<file path="config.mk">
export PLATFORM = sky130hd
export DESIGN_NAME = mau_cell
export DESIGN_NICKNAME = d
export VERILOG_FILES = /design/src/design/mix_arithmetic_unit_defines.svh /design/src/design/mau_pkg.sv /design/src/design/mau_cell.sv
export SDC_FILE = /design/constraint.sdc
export NUM_CORES = 1
export LEC_CHECK = 0
export BUFFER_PORTS_ARGS = -buffer_cell sky130_fd_sc_hd__buf_4
export CELL_PAD_IN_SITES_DETAIL_PLACEMENT = 1
export CELL_PAD_IN_SITES_GLOBAL_PLACEMENT = 2
export CORE_MARGIN = 1
export CORE_UTILIZATION = 30
export CTS_CLUSTER_DIAMETER = 30
export DETAILED_ROUTE_END_ITERATION = 12
export PLACE_DENSITY = 0.76
export REMOVE_ABC_BUFFERS = 1
export SLEW_MARGIN = 20
export SYNTH_ARGS = -nofsm -noshare
export SYNTH_HDL_FRONTEND = slang
export SYNTH_SLANG_ARGS = --single-unit
</file>
<file path="constraint.sdc">
create_clock -name clk_i -period 3.4 [get_ports clk_i]
set_input_delay 0.17 -clock clk_i [delete_from_list [all_inputs] [get_ports clk_i]]
set_output_delay 0.17 -clock clk_i [all_outputs]
set_load 0.005 [all_outputs]
</file>
<file path="src/design/mix_arithmetic_unit_defines.svh">
// assertion macros for the mix arithmetic unit
// used by files that carry concurrent checks; expects clk_i and rst_ni in scope
`ifndef MIX_ARITHMETIC_UNIT_DEFINES_SVH
`define MIX_ARITHMETIC_UNIT_DEFINES_SVH

// same-cycle implication
`define MAU_ASSERT_NOW(lbl, pre, post, msg) \
  lbl: assert property (@(posedge clk_i) disable iff (!rst_ni) (pre) |-> (post)) \
    else $error(msg);

// next-cycle implication
`define MAU_ASSERT_NEXT(lbl, pre, post, msg) \
  lbl: assert property (@(posedge clk_i) disable iff (!rst_ni) (pre) |=> (post)) \
    else $error(msg);

`endif

</file>
<file path="src/design/mau_pkg.sv">
// shared constants and types for the mix arithmetic unit
// no dependencies
package mau_pkg;

  localparam int WORD_BYTES = 5;
  localparam int BYTE_BITS  = 8;
  localparam int MAG_BITS   = WORD_BYTES * BYTE_BITS;
  localparam int FIELD_BITS = 3;

  typedef logic [MAG_BITS-1:0] mag_t;

  typedef enum logic [1:0] {
    OP_ADD = 2'd0,
    OP_SUB = 2'd1,
    OP_MUL = 2'd2,
    OP_DIV = 2'd3
  } op_e;

  typedef enum logic [1:0] {
    MODE_PASS = 2'd0,
    MODE_MUL  = 2'd1,
    MODE_DIV  = 2'd2
  } mode_e;

  // one in-flight transaction as it walks the cell chain
  typedef struct packed {
    mode_e mode;
    mag_t  hi;      // partial product high half / remainder / new A
    mag_t  lo;      // multiplier, then product low half / dividend low, then quotient / new X
    mag_t  v;       // operand magnitude
    logic  a_sign;
    logic  x_sign;
    logic  ovf;
  } cell_t;

endpackage

</file>
<file path="src/design/mau_cell.sv">
// one pipeline cell: a stage register plus one shift-add, restoring-divide or pass-through step
// depends on mau_pkg
module mau_cell (
  input  logic           clk_i,
  input  logic           rst_ni,
  input  logic           valid_i,
  output logic           ready_o,
  input  mau_pkg::cell_t data_i,
  output logic           valid_o,
  input  logic           ready_i,
  output mau_pkg::cell_t data_o
);

  logic                       valid_q;
  mau_pkg::cell_t             data_q;
  logic [mau_pkg::MAG_BITS:0] acc;
  logic [mau_pkg::MAG_BITS:0] trial;
  logic [mau_pkg::MAG_BITS:0] rest;
  logic                       fits;

  assign ready_o = !valid_q || ready_i;
  assign valid_o = valid_q;

  always_ff @(posedge clk_i or negedge rst_ni) begin
    if (!rst_ni) begin
      valid_q <= 1'b0;
    end else if (ready_o) begin
      valid_q <= valid_i;
    end
  end

  always_ff @(posedge clk_i) begin
    if (ready_o && valid_i) begin
      data_q <= data_i;
    end
  end

  always_comb begin
    acc   = {1'b0, data_q.hi} + (data_q.lo[0] ? {1'b0, data_q.v} : '0);
    trial = {data_q.hi, data_q.lo[mau_pkg::MAG_BITS-1]};
    fits  = trial >= {1'b0, data_q.v};
    rest  = trial - {1'b0, data_q.v};
    data_o = data_q;
    case (data_q.mode)
      mau_pkg::MODE_MUL: begin
        data_o.hi = acc[mau_pkg::MAG_BITS:1];
        data_o.lo = {acc[0], data_q.lo[mau_pkg::MAG_BITS-1:1]};
      end
      mau_pkg::MODE_DIV: begin
        data_o.hi = fits ? rest[mau_pkg::MAG_BITS-1:0] : trial[mau_pkg::MAG_BITS-1:0];
        data_o.lo = {data_q.lo[mau_pkg::MAG_BITS-2:0], fits};
      end
      default: data_o = data_q;
    endcase
  end

endmodule

</file>
==> qor.yml, run 1 <==
tns_ns: -22.20
via_per_inst: 5.13
post-route-min-period_ns: 4.06
grt_max_degree: 126
clock-skew-final_ns: 0.00928
port_buffers: 255
critPathSlowestCell: "or4_4"
syn_inst: 1198
final_antenna_net_count: 0
num_rows: 69
remaining_drc_errors: 0
diodes: 0
synthesis.area_um2: 10800
clk_path_buf_depth: 2
hold_class: "primary input to asynchronous set/reset pin"
worst_hold_slack_ns: 0.0279
postPlaceCellArea_um2: 14700
drtPass1Iterations: 5
drt-initial-drc-count: 514
synth_area_per_cell_um2: 9.03
regArea_um2: 3780
area_growth_pct: 66.3
setup-violations-final: 41
cp-start-kind: "flop"
place.gp.congestion: 0.896
critPathBufInv: 3
final_cell_mix: "buf_4, dlygate4sd3_1, edfxtp_1"
ys_seq_area_share_pct: 34.9
gr-total-overflow: 0
fin_total_pwr_mw: 6.37
synth_flop_cell: "edfxtp_1"
cts.sinks: 126
path_max_fanout: 18
finalMaxSlewViolations: 0
multi_input_area_um2: 7210
die_w_um: 192
fmax_mhz: 246
status: "finished, violations left"
criticalPathCategory: "flop to primary output"
clkTransAtPathRegs_ns: 0.07
synth-async-reset-ratio_pct: 0.794
synth-seq-cells: 126
design_area_um2: 18000
cts_buffers: 17
num_vias: 11625
ios: 256
slowest_delay_ns: 0.57
setup_slack_ns: -0.661
rsz0062_at_grt: "yes"
initial_core_util_pct: 30.4
dp_hpwl_um: 32800
required_ns: 3.23
htreeDepth: 4
tritoncts: "yes"
leakagePower_nw: 7.91
antenna_found_initial: 0
core_area_um2: 35600
synth_edf_count: 125
ys.warnings.count: 0
crit_arrival_ns: 3.89
grt_pass1_vias: 12711
cp_top_family: "simple AND/OR/NAND/NOR gates"
worstSkewPairLatency_ns: 0.45
dieArea_um2: 36800
fillers: 4029
min_period_over_period_pct: 119
die_h_um: 192
drive_above_1_share_pct: 42.7
fin_util_pct: 50.6
drt_wl_total_um: 45200
path_cells: "ha_4 > nand4_1 > nor2_2 > nand3_2 > or4_4 > nor4_4 > nor4_4 > o31ai_4 > buf_12 > buf_4 > mux2_4 > a22oi_2 > o21ai_1 > buf_4"
violations: "setup timing"
synth.distinct_cells: 77
final_common_cell: "buf_4"
hold_viol_final: 0
grt_usage_pct: 24.5
relSlewSlack_pct: 46.4
crit_path_end_kind: "primary output"
grt_pass1_wl_um: 69100
max-vdd-ir-drop_mv: 0.352
avgRoutedWirePerCell_um: 19.9
worst_pin_slew_ns: 0.805
cap_viol_max_count: 0
fin_nets: 2004
cts_root_buffer: "clkbuf_16"
powerDensity_nw_per_um2: 354
## sequential cells by signal, summed over array words and instances, names as in the netlist
name and cells:
data_o 45, valid_o 1, data_q 80
## synth_stat cells, drive strengths merged (5+ instances only)
| master | number | area, µm² |
|---|---|---|
| a211oi | 8 | 65.1 |
| o211ai | 5 | 42.5 |
| nor3 | 15 | 80.1 |
| nand3 | 11 | 55.1 |
| and2 | 44 | 275 |
| nand2 | 120 | 453 |
| nor2 | 38 | 143 |
| a21o | 37 | 278 |
| o21ai | 112 | 568 |
| clkbuf | 44 | 168 |
| a22oi | 56 | 420 |
| o21bai | 15 | 113 |
| nand4 | 22 | 138 |
| a21oi | 94 | 474 |
| o21a | 11 | 82.6 |
| o221ai | 6 | 52.6 |
| a221oi | 11 | 109 |
| a31oi | 16 | 100 |
| mux2 | 19 | 218 |
| xnor2 | 39 | 342 |
| mux2i | 11 | 110 |
| nor2b | 7 | 43.8 |
| buf | 66 | 503 |
| inv | 77 | 289 |
| nand2b | 9 | 56.3 |
| ha | 82 | 1030 |
| and3 | 8 | 55.1 |
| xor2 | 29 | 254 |
| edfxtp | 125 | 3750 |
## layout make-up
cell class / instances / share of cell area (%)
Sequential cell: 126 / 21.0
Inverter: 77 / 1.61
Clock inverter: 15 / 0.890
Tap cell: 461 / 3.21
Clock buffer: 17 / 2.36
Multi-Input combinational cell: 885 / 40.1
Timing Repair Buffer: 684 / 30.9
## path summary, 6_finish.rpt
kind,start,end,slack [ns],cells after the start
worst max-delay path,data_q[110],data_o[97],-0.66,14
worst min-delay path,rst_ni,valid_o,0.03,2
worst max register to register,valid_o,data_q[114],1.73,3
worst min register to register,valid_o,valid_o,0.57,2
max in group asynchronous,rst_ni,valid_o,3.29,2
min in group clk_i,ready_i,valid_o,0.04,3
## worst reg2reg max path: stages (launching register included)
cell and delay [ns]:
dfrtp_1 0.39, nand2b_1 0.12, and2_4 0.17, buf_12 0.50
## kinds of logic (layout without fill, tap and decap cells)
family          count (synthesis)  count (layout)  synth area share (%)
xor+xnor                       68              68                  5.50
fa+ha+maj                      84              84                  9.85
simple gates                  296             296                  13.5
mux                            30              30                  3.03
buf+inv                       187             793                  8.87
flops                         126             126                  34.9
compound gates                407             407                  24.3
## repair_timing
action | CTS | global route
hold endpoints to repair | 127 | 0
buffers inserted | 21 | 15
resized for setup | 158 | 76
setup endpoints to repair | 41 | 41
gates cloned | 1 | 0
hold buffers | 127 | 0
pin swaps | 68 | 58
## per-stage QoR
step           instances  setup slack [ns]
2_1_floorplan       1088             -1.12
3_3_place_gp        2073            -0.683
3_5_place_dp        2073            -0.758
4_1_cts             2252            -0.655
5_1_grt             2265            -0.870
6_report            2265            -0.661
## metal layers
layer / vias up / track usage, % / share of wire, % / routed length [µm]
met1: 5679 / 29.2 / 42 / 19100
met4: 0 / 7.39 / 2.2 / 984
met3: 61 / 5.65 / 5.3 / 2390
met2: 311 / 43.4 / 50 / 22700
li1: 5574 / - / - / -
met5: - / 0 / 0 / 0
## where the power goes
group / leakage [nW] / internal (mW) / switching, mW
sequential: 1.20 / 1.82 / 0.0729
combinational: 6.42 / 1.32 / 1.25
clock: 0.288 / 1.09 / 0.823
total: 7.91 / 4.23 / 2.14
Power figures use the tool's default switching activity.
==> run 2, diff against run 1 <==
--- a/config.mk
+++ b/config.mk
@@ -12,7 +12,7 @@
 export CORE_UTILIZATION = 30
 export CTS_CLUSTER_DIAMETER = 30
 export DETAILED_ROUTE_END_ITERATION = 12
-export PLACE_DENSITY = 0.76
+export PLACE_DENSITY = 0.75
 export REMOVE_ABC_BUFFERS = 1
 export SLEW_MARGIN = 20
 export SYNTH_ARGS = -nofsm -noshare
==> run 2 against run 1 <==
Total power increased by 3.3%. Sequential share of layout area decreased by 0.85 points. Routed wire length up 7.4%. The run still ends with setup timing left. Sequential power about the same. Non-clock buffer count rose by 34. Highest routed layer unchanged. Maximum frequency is 0.48% lower. Clock skew grew 0.0031 ns. Largest power group unchanged. Utilization increased by 2.1 points. Register-to-register slack lost 0.23 ns. Critical endpoint is now data_o[119].
==> qor.yml, run 2 (synthesis gave the netlist of run 1 again) <==
design_area_um2: 18800  # +4.2%
violations: "setup timing"
port_buffers: 255  # unchanged
num_rows: 69  # unchanged
avgRoutedWirePerCell_um: 21.1  # +5.8%
hold_class: "primary input to asynchronous set/reset pin"
cts_root_buffer: "clkbuf_16"
rsz0062_at_grt: "yes"
remaining_drc_errors: 0  # unchanged
gr-total-overflow: 0  # unchanged
top_register: "data_q"
slowest_delay_ns: 0.43  # -0.14 ns
cap_viol_max_count: 0  # unchanged
finalMaxSlewViolations: 0  # unchanged
required_ns: 3.23  # about the same
leakagePower_nw: 8.21  # +3.8%
antenna_found_initial: 2  # +2
worst_hold_slack_ns: 0.0331  # +0.00515 ns
core_area_um2: 35600  # unchanged
setup_slack_ns: -0.681  # -0.0195 ns
multi_input_area_um2: 7520  # +4.3%
final_common_cell: "buf_4"
tritoncts: "yes"
path_cells: "buf_6 > buf_12 > buf_6 > and2_4 > ha_4 > nand4_1 > or3_4 > nor2_4 > and4bb_2 > a211oi_2 > buf_4 > o21ai_4 > a31oi_4 > o2111ai_1 > o21ai_1 > o32a_1 > buf_4"
cp-start-kind: "flop"
htreeDepth: 4  # unchanged
dieArea_um2: 36800  # unchanged
powerDensity_nw_per_um2: 351  # -0.84%
path_max_fanout: 6  # -12
die_h_um: 192  # unchanged
regArea_um2: 3780  # unchanged
max-vdd-ir-drop_mv: 0.372  # +5.6%
grt_usage_pct: 26.0  # +1.5 points
grt_max_degree: 142  # +13%
crit_path_end_kind: "primary output"
final_cell_mix: "buf_4, dlygate4sd3_1, edfxtp_1"
grt_pass1_wl_um: 72800  # +5.3%
ios: 256  # unchanged
fmax_mhz: 245  # -0.48%
num_vias: 11889  # +2.3%
dp_hpwl_um: 32500  # -0.97%
postPlaceCellArea_um2: 14800  # +0.27%
drt-initial-drc-count: 545  # +6.0%
clk_path_buf_depth: 2  # unchanged
cts.sinks: 126  # unchanged
worstSkewPairLatency_ns: 0.45  # about the same
largest_reg_flops: 80  # unchanged
drive_above_1_share_pct: 46.2  # +3.5 points
drt_wl_total_um: 48500  # +7.4%
crit_arrival_ns: 3.91  # +0.02 ns
via_per_inst: 5.17  # +0.71%
grt_pass1_vias: 13046  # +2.6%
die_w_um: 192  # unchanged
setup-violations-final: 41  # unchanged
fillers: 3941  # -2.2%
place.gp.congestion: 0.879  # -1.9%
criticalPathCategory: "flop to primary output"
cts_buffers: 17  # unchanged
clock-skew-final_ns: 0.0124  # +0.00309 ns
post-route-min-period_ns: 4.08  # +0.0195 ns
worst_pin_slew_ns: 0.646  # -0.159 ns
fin_total_pwr_mw: 6.59  # +3.3%
final_antenna_net_count: 0  # unchanged
status: "finished, violations left"
initial_core_util_pct: 30.4  # unchanged
fin_nets: 2038  # +1.7%
area_growth_pct: 73.3
tns_ns: -19.28  # +2.92 ns
critPathSlowestCell: "or3_4"
clkTransAtPathRegs_ns: 0.07  # about the same
hold_viol_final: 0  # unchanged
relSlewSlack_pct: 56.9  # +11 points
min_period_over_period_pct: 120  # +0.57 points
drtPass1Iterations: 5  # unchanged
run 2: per-stage QoR:
stage               utilization [%]  cells  setup slack [ns]
floorplan                         -   1088             -1.12
global placement               41.5   2075            -0.731
detailed placement             41.5   2075            -0.649
CTS                            50.8   2273            -0.620
global route                   52.7   2300            -0.748
finish                         52.7   2300            -0.681
run 2: area by class of cell:
type | count | share of cell area (%)
Sequential cell | 126 | 20.2
Clock inverter | 15 | 0.854
Tap cell | 461 | 3.08
Inverter | 77 | 1.55
Multi-Input combinational cell | 885 | 40.1
Antenna cell | 1 | 0.0133
Timing Repair Buffer | 718 | 32.0
Clock buffer | 17 | 2.27
run 2: per-layer routing:
layer | routed length [µm] | vias up | GRT usage [%]
li1 | - | 5642 | -
met1 | 20300 | 5849 | 30.5
met2 | 24300 | 320 | 46.1
met3 | 2360 | 78 | 5.30
met4 | 1500 | 0 | 9.71
met5 | 0 | - | 0
run 2: critical path: cells and delay by family (launching register included):
kind            cells  cell delay [ns]
buf+inv             5             0.74
simple gates        5             1.08
compound gates      6             0.93
fa+ha+maj           1             0.28
flops               1             0.41
run 2: power by group:
group	total (mW)	switching, mW	internal, mW
clock	1.93	0.839	1.09
sequential	1.90	0.0815	1.82
combinational	2.76	1.32	1.44
run 2: final timing paths:
kind | to | slack (ns) | startpoint | cells past startpoint
setup reg to reg | data_q[111] | 1.50 | valid_o | 3
hold reg to reg | valid_o | 0.61 | valid_o | 2
min in group clk_i | valid_o | 0.07 | ready_i | 3
hold / removal | valid_o | 0.03 | rst_ni | 2
max in group asynchronous | valid_o | 3.29 | rst_ni | 2
setup / recovery | data_o[119] | -0.68 | data_q[43] | 17
run 2: timing repair:
item / CTS / global route
buffers inserted: 40 / 33
resized for setup: 210 / 111
endpoints found under the setup margin: 41 / 41
gates cloned: 5 / 0
pin swaps: 74 / 77
endpoints found under the hold margin: 127 / 0
hold buffers: 127 / 0
